`src/hw/rtl/eps_pkg.sv`:
```
// Package for the encoder period, speed and odometer unit.
// Holds the shared widths, register indexes and channel count; no dependencies.

package eps_pkg;

  // Number of wheel channels that keep state.
  localparam int NUM_CHANNELS = 2;

  // Field widths fixed by the item formats.
  localparam int CH_W      = 1;
  localparam int TIME_W    = 32;
  localparam int DIR_W     = 2;
  localparam int DIST_W    = 48;
  localparam int MINP_W    = 16;
  localparam int STEP_W    = 20;
  localparam int CFG_IDX_W = 2;
  localparam int CFG_DAT_W = 32;

  // Divider iteration counter, one quotient bit per cycle.
  localparam int DIV_CNT_W = $clog2(TIME_W);

  // Configuration register indexes.
  typedef enum logic [CFG_IDX_W-1:0] {
    REG_MIN_PERIOD    = 2'd0,
    REG_VEL_NUMERATOR = 2'd1,
    REG_RPM_NUMERATOR = 2'd2,
    REG_DIST_STEP     = 2'd3
  } cfg_reg_t;

  // Reset values of the configuration registers.
  localparam logic [MINP_W-1:0] MIN_PERIOD_RST    = 16'd100;
  localparam logic [TIME_W-1:0] VEL_NUMERATOR_RST = 32'd2613806;
  localparam logic [TIME_W-1:0] RPM_NUMERATOR_RST = 32'd768000000;
  localparam logic [STEP_W-1:0] DIST_STEP_RST     = 20'd0;

  // Velocity saturation limits.
  localparam logic [TIME_W-1:0] VEL_POS_MAX = 32'h7FFF_FFFF;
  localparam logic [TIME_W-1:0] VEL_NEG_MAG = 32'h8000_0000;

endpackage

```
`src/hw/rtl/eps_evt_if.sv`:
```
// Item channel interfaces for the encoder period, speed and odometer unit.
// Depends on eps_pkg for the field widths.

interface eps_evt_if;
  logic                                  valid;
  logic                                  ready;
  logic [eps_pkg::CH_W-1:0]              channel_select;
  logic [eps_pkg::TIME_W-1:0]            capture_time;
  logic signed [eps_pkg::DIR_W-1:0]      direction;
  logic [eps_pkg::TIME_W-1:0]            ms_time;

  modport source (output valid, channel_select, capture_time, direction, ms_time,
                  input ready);
  modport sink (input valid, channel_select, capture_time, direction, ms_time,
                output ready);
endinterface

interface eps_res_if;
  logic                                  valid;
  logic                                  ready;
  logic [eps_pkg::CH_W-1:0]              out_channel;
  logic [eps_pkg::TIME_W-1:0]            period_out;
  logic signed [eps_pkg::TIME_W-1:0]     velocity_out;
  logic [eps_pkg::TIME_W-1:0]            rpm_out;
  logic signed [eps_pkg::DIST_W-1:0]     distance_out;
  logic [eps_pkg::TIME_W-1:0]            edge_count;
  logic                                  active_flag;
  logic [eps_pkg::TIME_W-1:0]            last_time;

  modport source (output valid, out_channel, period_out, velocity_out, rpm_out,
                  distance_out, edge_count, active_flag, last_time,
                  input ready);
  modport sink (input valid, out_channel, period_out, velocity_out, rpm_out,
                distance_out, edge_count, active_flag, last_time,
                output ready);
endinterface

```
`src/hw/rtl/encoder_period_speed_odometer_unit.sv`:
```
// Encoder period, speed and odometer unit: per-channel state, sequencer and
// a shared restoring divider. Depends on eps_pkg and the eps_evt_if/eps_res_if
// interfaces.
//
// Usage: each item on evt is one encoder capture event (channel, capture
// timer value, direction, millisecond time). For every item exactly one item
// leaves on res with that channel's updated period, velocity, rpm, distance,
// edge count, active flag and last event time.
// The sequencer takes one item at a time; evt.ready is high only while it is
// idle. An item whose period is above min_period runs two 32-step divisions
// (velocity, then rpm) through one shared subtract-and-shift unit, one
// quotient bit per cycle, then commits; its result is loaded in the final
// step, and the next item is taken once idle again. An item with a short
// period or an unused channel skips the divisions and goes to the final step.
// A finished result sits in the output register until res.ready; the unit
// meanwhile goes back to idle and accepts the next item, which then waits at
// its last step until the output register is free.
// Configuration writes on cfg_we/cfg_index/cfg_data take effect at once and
// are meant for idle periods. Synchronous reset restores the register
// defaults, clears all channel state and empties the output register.

module encoder_period_speed_odometer_unit (
  input  logic                               clk,
  input  logic                               rst,
  input  logic                               cfg_we,
  input  logic [eps_pkg::CFG_IDX_W-1:0]      cfg_index,
  input  logic [eps_pkg::CFG_DAT_W-1:0]      cfg_data,
  eps_evt_if.sink                            evt,
  eps_res_if.source                          res
);

  typedef enum logic [2:0] {
    S_IDLE,
    S_PREP,
    S_DIV_VEL,
    S_DIV_RPM,
    S_COMMIT,
    S_DONE
  } state_t;

  state_t state;

  // Configuration registers.
  logic [eps_pkg::MINP_W-1:0] min_period;
  logic [eps_pkg::TIME_W-1:0] vel_numerator;
  logic [eps_pkg::TIME_W-1:0] rpm_numerator;
  logic [eps_pkg::STEP_W-1:0] dist_step;

  // Per-channel state.
  logic [eps_pkg::TIME_W-1:0]        last_capture [eps_pkg::NUM_CHANNELS];
  logic [eps_pkg::TIME_W-1:0]        edge_total   [eps_pkg::NUM_CHANNELS];
  logic [eps_pkg::TIME_W-1:0]        edge_time    [eps_pkg::NUM_CHANNELS];
  logic [eps_pkg::TIME_W-1:0]        period_reg   [eps_pkg::NUM_CHANNELS];
  logic [eps_pkg::TIME_W-1:0]        velocity_reg [eps_pkg::NUM_CHANNELS];
  logic [eps_pkg::TIME_W-1:0]        rpm_reg      [eps_pkg::NUM_CHANNELS];
  logic signed [eps_pkg::DIST_W-1:0] distance_reg [eps_pkg::NUM_CHANNELS];
  logic [eps_pkg::NUM_CHANNELS-1:0]  active_reg;

  // Latched item.
  logic [eps_pkg::CH_W-1:0]   ch;
  logic [eps_pkg::TIME_W-1:0] cap;
  logic [eps_pkg::DIR_W-1:0]  dir;
  logic [eps_pkg::TIME_W-1:0] ms;

  // Working registers.
  logic [eps_pkg::TIME_W-1:0]    per;
  logic [eps_pkg::TIME_W-1:0]    vel_quo;
  logic [eps_pkg::TIME_W-1:0]    rem;
  logic [eps_pkg::TIME_W-1:0]    quo;
  logic [eps_pkg::DIV_CNT_W-1:0] cnt;

  logic                          evt_fire;
  logic                          res_free;
  logic                          ch_ok;
  logic                          dir_neg;
  logic                          dir_pos;
  logic [eps_pkg::TIME_W-1:0]    per_new;
  logic [eps_pkg::TIME_W:0]      trial;
  logic [eps_pkg::TIME_W+1:0]    diff;
  logic [eps_pkg::TIME_W-1:0]    rem_next;
  logic [eps_pkg::TIME_W-1:0]    quo_next;
  logic [eps_pkg::TIME_W-1:0]    vel_sat;
  logic signed [eps_pkg::DIST_W-1:0] step_ext;

  assign evt.ready = (state == S_IDLE);
  assign evt_fire  = evt.valid && evt.ready;
  assign res_free  = !res.valid || res.ready;

  // Channel range and direction decode of the latched item.
  assign ch_ok   = ({{(32-eps_pkg::CH_W){1'b0}}, ch} < 32'(eps_pkg::NUM_CHANNELS));
  assign dir_neg = dir[eps_pkg::DIR_W-1];
  assign dir_pos = (dir == 2'b01);
  assign per_new = cap - last_capture[ch];
  assign step_ext = signed'({{(eps_pkg::DIST_W-eps_pkg::STEP_W){1'b0}}, dist_step});

  // One restoring division step: shift in the next dividend bit, try to subtract.
  always_comb begin
    trial = {rem, quo[eps_pkg::TIME_W-1]};
    diff  = {1'b0, trial} - {2'b00, per};
    if (!diff[eps_pkg::TIME_W+1]) begin
      rem_next = diff[eps_pkg::TIME_W-1:0];
      quo_next = {quo[eps_pkg::TIME_W-2:0], 1'b1};
    end else begin
      rem_next = trial[eps_pkg::TIME_W-1:0];
      quo_next = {quo[eps_pkg::TIME_W-2:0], 1'b0};
    end
  end

  // Signed velocity from the unsigned quotient, saturated by direction.
  always_comb begin
    if (dir_neg) begin
      vel_sat = (vel_quo > eps_pkg::VEL_NEG_MAG) ? (32'd0 - eps_pkg::VEL_NEG_MAG)
                                                 : (32'd0 - vel_quo);
    end else begin
      vel_sat = (vel_quo > eps_pkg::VEL_POS_MAX) ? eps_pkg::VEL_POS_MAX : vel_quo;
    end
  end

  // Configuration writes.
  always_ff @(posedge clk) begin
    if (rst) begin
      min_period    <= eps_pkg::MIN_PERIOD_RST;
      vel_numerator <= eps_pkg::VEL_NUMERATOR_RST;
      rpm_numerator <= eps_pkg::RPM_NUMERATOR_RST;
      dist_step     <= eps_pkg::DIST_STEP_RST;
    end else if (cfg_we) begin
      case (cfg_index)
        eps_pkg::REG_MIN_PERIOD:    min_period    <= cfg_data[eps_pkg::MINP_W-1:0];
        eps_pkg::REG_VEL_NUMERATOR: vel_numerator <= cfg_data;
        eps_pkg::REG_RPM_NUMERATOR: rpm_numerator <= cfg_data;
        eps_pkg::REG_DIST_STEP:     dist_step     <= cfg_data[eps_pkg::STEP_W-1:0];
        default: ;
      endcase
    end
  end

  // Sequencer, channel state and output register.
  always_ff @(posedge clk) begin
    if (rst) begin
      state      <= S_IDLE;
      res.valid  <= 1'b0;
      active_reg <= '0;
      for (int i = 0; i < eps_pkg::NUM_CHANNELS; i++) begin
        last_capture[i] <= '0;
        edge_total[i]   <= '0;
        edge_time[i]    <= '0;
        period_reg[i]   <= '0;
        velocity_reg[i] <= '0;
        rpm_reg[i]      <= '0;
        distance_reg[i] <= '0;
      end
    end else begin
      // The final step reloads the output register itself.
      if (res.valid && res.ready && state != S_DONE) begin
        res.valid <= 1'b0;
      end
      case (state)
        S_IDLE: begin
          if (evt_fire) begin
            ch    <= evt.channel_select;
            cap   <= evt.capture_time;
            dir   <= evt.direction;
            ms    <= evt.ms_time;
            state <= S_PREP;
          end
        end
        // Period, bookkeeping and distance; start the velocity division if needed.
        S_PREP: begin
          if (!ch_ok) begin
            state <= S_DONE;
          end else begin
            per              <= per_new;
            last_capture[ch] <= cap;
            edge_time[ch]    <= ms;
            edge_total[ch]   <= edge_total[ch] + 32'd1;
            if (dir_neg) begin
              distance_reg[ch] <= distance_reg[ch] - step_ext;
            end else if (dir_pos) begin
              distance_reg[ch] <= distance_reg[ch] + step_ext;
            end
            if (per_new > {16'd0, min_period}) begin
              rem   <= '0;
              quo   <= vel_numerator;
              cnt   <= '1;
              state <= S_DIV_VEL;
            end else begin
              state <= S_DONE;
            end
          end
        end
        // Velocity quotient; the last step reloads the divider for rpm.
        S_DIV_VEL: begin
          if (cnt == '0) begin
            vel_quo <= quo_next;
            rem     <= '0;
            quo     <= rpm_numerator;
            cnt     <= '1;
            state   <= S_DIV_RPM;
          end else begin
            rem <= rem_next;
            quo <= quo_next;
            cnt <= cnt - 1'b1;
          end
        end
        S_DIV_RPM: begin
          rem <= rem_next;
          quo <= quo_next;
          cnt <= cnt - 1'b1;
          if (cnt == '0) begin
            state <= S_COMMIT;
          end
        end
        // Store the new speeds; velocity holds when the motor is stopped.
        S_COMMIT: begin
          period_reg[ch] <= per;
          rpm_reg[ch]    <= quo;
          active_reg[ch] <= 1'b1;
          if (dir_neg || dir_pos) begin
            velocity_reg[ch] <= vel_sat;
          end
          state <= S_DONE;
        end
        // Hand the channel's values to the output register once it is free.
        S_DONE: begin
          if (res_free) begin
            res.valid       <= 1'b1;
            res.out_channel <= ch;
            if (ch_ok) begin
              res.period_out   <= period_reg[ch];
              res.velocity_out <= signed'(velocity_reg[ch]);
              res.rpm_out      <= rpm_reg[ch];
              res.distance_out <= distance_reg[ch];
              res.edge_count   <= edge_total[ch];
              res.active_flag  <= active_reg[ch];
              res.last_time    <= edge_time[ch];
            end else begin
              res.period_out   <= '0;
              res.velocity_out <= '0;
              res.rpm_out      <= '0;
              res.distance_out <= '0;
              res.edge_count   <= '0;
              res.active_flag  <= 1'b0;
              res.last_time    <= '0;
            end
            state <= S_IDLE;
          end
        end
        default: state <= S_IDLE;
      endcase
    end
  end

`ifndef SYNTH
  // An accepted item always goes to the period step next.
  a_accept_to_prep: assert property (@(posedge clk) disable iff (rst)
    evt_fire |=> state == S_PREP)
    else $error("accepted item did not enter the period step");

  // A new result appears only from the final step.
  a_result_from_done: assert property (@(posedge clk) disable iff (rst)
    $rose(res.valid) |-> $past(state) == S_DONE)
    else $error("result loaded outside the final step");

  // The division remainder stays below the divisor.
  a_rem_below_per: assert property (@(posedge clk) disable iff (rst)
    (state == S_DIV_VEL || state == S_DIV_RPM) |-> rem < per)
    else $error("divider remainder reached the divisor");

  // The edge count of a used channel advances by exactly one per item.
  a_edge_count_step: assert property (@(posedge clk) disable iff (rst)
    (state == S_PREP && ch_ok) |=> edge_total[ch] == $past(edge_total[ch]) + 32'd1)
    else $error("edge count did not advance by one");

  // The output register is never overwritten while its item waits.
  a_no_overwrite: assert property (@(posedge clk) disable iff (rst)
    (res.valid && !res.ready && state == S_DONE) |=> state == S_DONE)
    else $error("pending result overwritten");
`endif

endmodule

```
`src/flat_wrapper.sv`:
```
// flat-port wrapper written by rule: the top's interface ports become plain ports
module encoder_period_speed_odometer_unit_flat 
  (clk, rst, cfg_we, cfg_index, cfg_data, evt_valid, evt_channel_select, evt_capture_time, evt_direction, evt_ms_time, evt_ready, res_valid, res_out_channel, res_period_out, res_velocity_out, res_rpm_out, res_distance_out, res_edge_count, res_active_flag, res_last_time, res_ready);
  eps_evt_if evt_i ();
  eps_res_if res_i ();
  input  logic clk;
  input  logic rst;
  input  logic cfg_we;
  input  logic [eps_pkg::CFG_IDX_W-1:0] cfg_index;
  input  logic [eps_pkg::CFG_DAT_W-1:0] cfg_data;
  input wire logic [$bits(evt_i.valid)-1:0] evt_valid;
  input wire logic [$bits(evt_i.channel_select)-1:0] evt_channel_select;
  input wire logic [$bits(evt_i.capture_time)-1:0] evt_capture_time;
  input wire logic [$bits(evt_i.direction)-1:0] evt_direction;
  input wire logic [$bits(evt_i.ms_time)-1:0] evt_ms_time;
  output wire logic [$bits(evt_i.ready)-1:0] evt_ready;
  output wire logic [$bits(res_i.valid)-1:0] res_valid;
  output wire logic [$bits(res_i.out_channel)-1:0] res_out_channel;
  output wire logic [$bits(res_i.period_out)-1:0] res_period_out;
  output wire logic [$bits(res_i.velocity_out)-1:0] res_velocity_out;
  output wire logic [$bits(res_i.rpm_out)-1:0] res_rpm_out;
  output wire logic [$bits(res_i.distance_out)-1:0] res_distance_out;
  output wire logic [$bits(res_i.edge_count)-1:0] res_edge_count;
  output wire logic [$bits(res_i.active_flag)-1:0] res_active_flag;
  output wire logic [$bits(res_i.last_time)-1:0] res_last_time;
  input wire logic [$bits(res_i.ready)-1:0] res_ready;
  assign evt_i.valid = evt_valid;
  assign evt_i.channel_select = evt_channel_select;
  assign evt_i.capture_time = evt_capture_time;
  assign evt_i.direction = evt_direction;
  assign evt_i.ms_time = evt_ms_time;
  assign evt_ready = evt_i.ready;
  assign res_valid = res_i.valid;
  assign res_out_channel = res_i.out_channel;
  assign res_period_out = res_i.period_out;
  assign res_velocity_out = res_i.velocity_out;
  assign res_rpm_out = res_i.rpm_out;
  assign res_distance_out = res_i.distance_out;
  assign res_edge_count = res_i.edge_count;
  assign res_active_flag = res_i.active_flag;
  assign res_last_time = res_i.last_time;
  assign res_i.ready = res_ready;
  encoder_period_speed_odometer_unit u_core (.clk(clk), .rst(rst), .cfg_we(cfg_we), .cfg_index(cfg_index), .cfg_data(cfg_data), .evt(evt_i), .res(res_i));
endmodule
```
`config.mk`:
```
export PLATFORM = sky130hd
export DESIGN_NAME = encoder_period_speed_odometer_unit_flat
export DESIGN_NICKNAME = d
export VERILOG_FILES = /design/src/hw/rtl/eps_pkg.sv /design/src/hw/rtl/eps_evt_if.sv /design/src/hw/rtl/encoder_period_speed_odometer_unit.sv /design/src/flat_wrapper.sv
export SDC_FILE = /design/constraint.sdc
export NUM_CORES = 2
export LEC_CHECK = 0
export BUFFER_PORTS_ARGS = -buffer_cell sky130_fd_sc_hd__buf_2
export CAP_MARGIN = 10
export CELL_PAD_IN_SITES_DETAIL_PLACEMENT = 1
export CELL_PAD_IN_SITES_GLOBAL_PLACEMENT = 1
export CORE_MARGIN = 4
export CORE_UTILIZATION = 45
export CTS_CLUSTER_SIZE = 12
export DETAILED_ROUTE_END_ITERATION = 8
export PLACE_DENSITY = 0.79
export SLEW_MARGIN = 20
export SYNTH_ARGS = -nofsm -noshare
export SYNTH_HDL_FRONTEND = slang
export SYNTH_SLANG_ARGS = --single-unit
```
`constraint.sdc`:
```
create_clock -name clk -period 42.6 [get_ports clk]
set_clock_uncertainty 0.1 [all_clocks]
set_input_delay 6.39 -clock clk [delete_from_list [all_inputs] [get_ports clk]]
set_output_delay 6.39 -clock clk [all_outputs]
set_load 0.005 [all_outputs]
```
==> impl_metrics.tcl <==
set metrics [dict create \
    status "finished clean" \
    cp-endpoint "u_core.distance_reg[1][46]" \
    grt_pass1_wl_um 189000 \
    ys_seq_elements 997 \
    maxCapViolCount 0 \
    path_cells "buf_2, nor2_1, nand3_1, clkinv_2, nand3b_1, o21ai_0, fa_1, a211oi_1, o21ai_0, a221oi_1, o21ai_0, o2bb2ai_1, a31oi_1, o31ai_1, a211o_1, xnor2_1, nor2_1" \
    viasPerCell 5.54 \
    seqCellArea_mm2 0.0289 \
    avgRoutedWirePerCell_um 22.5 \
    cts_tree "built" \
    layout.nets 4264 \
    synth-edff-count 890 \
    synthSimpleGateAreaFrac_pct 13.2 \
    synthesis.area_mm2 0.0461 \
    grt_max_degree 170 \
    drive_gt1_share_pct 18.1 \
    initial_core_util_pct 45.3 \
    r2r_cells 21 \
    end_kind "flop" \
    min_period_ns 11.45 \
    path_buf_inv 2 \
    clkTransAtPathRegs_ns 0.06 \
    min_period_over_period_pct 26.9 \
    critPathMaxStageDelay_ns 0.52 \
    hold_path_class "reg2reg" \
    yosysMostFrequentCell "edfxtp_1" \
    cts_buffers 105 \
    synth_area_per_cell_um2 12.3 \
    p_clk_share_pct 33.1 \
    h-tree-depth 3 \
    drc_errors 0 \
    switching_share_pct 29.8 \
    route.vias.total 30432 \
    synth_mux_area_share_pct 6.97 \
    cts_root_buf "clkbuf_16" \
    ys_warn_count 0 \
    grt_setup_unrepaired "false" \
    cp.arrival_ns 11.75 \
    synthesis.nets 3982 \
    chipWidth_um 328 \
    clkLatencyLatePin_ns 0.71 \
    ctsResizeCount 0 \
    grt-ovfl-total 0 \
    cp_num_cells 17 \
    r2r_slack_ns 35.18 \
    grt_usage_pct 22.7 \
    seq_area_frac_synth_pct 62.6 \
    ys.flop_type "edfxtp_1" \
    fp.dieArea_mm2 0.108 \
    worstSetupStartpointType "primary input" \
    antenna_found_initial 28 \
    synth_area_leader_cell "edfxtp_1" \
    synth_top_family_by_area "simple AND/OR/NAND/NOR gates" \
    leakagePower_nw 20.1 \
    cp_common_cell "o21ai_0" \
    synth_commonest_cells "edfxtp_1 (890), nand2_1 (362), nor2_1 (322), a21oi_1 (218), mux2_2 (193)" \
    fmax_mhz 87.4 \
    cts-hold-fix-buffers 0 \
    hpwl_um 83000 \
    setup-tns-final_ns 0 \
    post_cts_buffers 0 \
    synthAdderAreaFrac_pct 3.66 \
    core_area_mm2 0.102 \
    cts.sinks 997 \
    combPwrFrac_pct 21.5 \
    drt_iter0_markers 1984 \
    criticalPathCategory "in2reg" \
    synth_top_area_share_pct 57.9 \
    setup_violations 0 \
    multi_input_area_mm2 0.0163 \
    drtAntennaViolNets 0 \
    vdd_ir_drop_max_v 0.0000403 \
    first_global_vias 32066 \
    critical_path_required_ns 42.91 \
    max-slew-margin-rel_pct 25.6 \
    drt-total-wl_um 123000 \
    gp_congestion 0.893 \
    fillers 10443 \
    p_seq_share_pct 45.5 \
    slew_violations 0 \
    port_buffers 317 \
    die_h_um 328 \
    internal_power_mw 1.84 \
    r2r_end "u_core.rem[14]" \
    syn2layout_area_growth_pct 13.8 \
    async_reset_ff_share_pct 0 \
    crit_start "rst" \
    utilization_pct 51.6 \
    worst-path-max-fanout 30 \
    ios 318 \
    power.switching_mw 0.784 \
    synth-compound-area-share_pct 8.52 \
    hold_viol_final 0 \
    synthCells 3743 \
    rows 117 \
    largest_reg_flops 96 \
    synth_top_cells_by_area "edfxtp_1 (58%), mux2_2 (4.7%), dfxtp_1 (4.6%), ha_1 (3.5%), nand2_1 (2.9%)" \
    ys_types 89 \
    powerDensity_mw_per_mm2 50.1 \
    tightest_slew_ns 1.12 \
    worst_path_max_delay_cell "buf_2" \
    synth_xor_area_share_pct 2.62 \
    clk_path_buf_depth 3 \
    cpLargestDelayFamily "compound AO/OA/AOI/OAI gates" \
    dr.pass1.iters 7 \
]
[stage by stage]
stage	power (mW)	instances	area, um2	hold slack (ns)	worst slack [ns]
4_1_cts	2.65	5478	52400	0.355	31.16
6_report	2.63	5495	52500	0.355	31.15
3_5_place_dp	1.77	5286	49200	0.348	30.51
5_1_grt	2.76	5480	52400	0.377	30.50
2_1_floorplan	1.60	3743	46100	0.321	13.03
3_3_place_gp	1.75	5286	49200	0.329	30.60
[layout make-up]
class / count / share of cell area, %
Inverter: 106 / 0.761
Clock inverter: 50 / 0.749
Multi-Input combinational cell: 2453 / 31.0
Timing Repair Buffer: 362 / 3.70
Clock buffer: 142 / 5.39
Sequential cell: 997 / 55.0
Antenna cell: 17 / 0.0811
Tap cell: 1368 / 3.26
[cell usage in the layout, fill, tap and decap left out, types with 68 or more instances in the layout]
cell,instances
edfxtp_1,890
nand2_1,358
nor2_1,317
buf_2,317
a21oi_1,218
mux2_2,193
and2_1,172
ha_1,130
clkbuf_16,106
dfxtp_1,106
inv_1,104
mux2i_1,103
o21ai_0,94
and3_1,89
xnor2_1,78
a21o_1,76
nor2b_1,72
nor3_1,68
[power by group through the flow]
| stage | Clock, mW | Combinational, mW | Sequential [mW] |
|---|---|---|---|
| finish | 0.869 | 0.564 | 1.20 |
| global route | 0.933 | 0.622 | 1.20 |
| CTS | 0.890 | 0.565 | 1.20 |
| detailed placement | 0 | 0.558 | 1.21 |
| global placement | 0 | 0.540 | 1.21 |
| floorplan | 0 | 0.408 | 1.19 |
[metal layers]
layer	wire, um	global-route usage [%]
met1	52300	29.8
met2	59300	37.7
met3	7910	4.65
met4	3790	7.68
met5	83	0
[worst register-to-register path, delay by kind of cell, from the launching register on]
family,cells,cell delay [ns]
mux,1,0.32
fa+ha+maj,3,0.84
flops,1,0.83
xor+xnor,1,0.19
simple gates,4,1.71
compound gates,10,2.50
buf+inv,2,0.48
[cells by family (layout without fill, tap and decap cells)]
kind of cell    count (synthesis)  in the layout
mux                           297            297
fa+ha+maj                     133            133
compound gates                625            625
other cells                     0             17
xor+xnor                      138            138
buf+inv                       293            660
simple gates                 1260           1260
flops                         997            997
[worst min path at each step]
stage          depth (start not counted)                       end  slack, ns                      from
2_1_floorplan                          1      u_core.active_reg[1]       0.32      u_core.active_reg[1]
3_3_place_gp                           1      u_core.active_reg[1]       0.33      u_core.active_reg[1]
3_5_place_dp                           2     u_core.min_period[14]       0.35     u_core.min_period[14]
4_1_cts                                2     u_core.min_period[14]       0.36     u_core.min_period[14]
5_1_grt                                2  u_core.vel_numerator[23]       0.38  u_core.vel_numerator[23]
6_report                               2     u_core.min_period[14]       0.36     u_core.min_period[14]
Power figures use the tool's default switching activity.
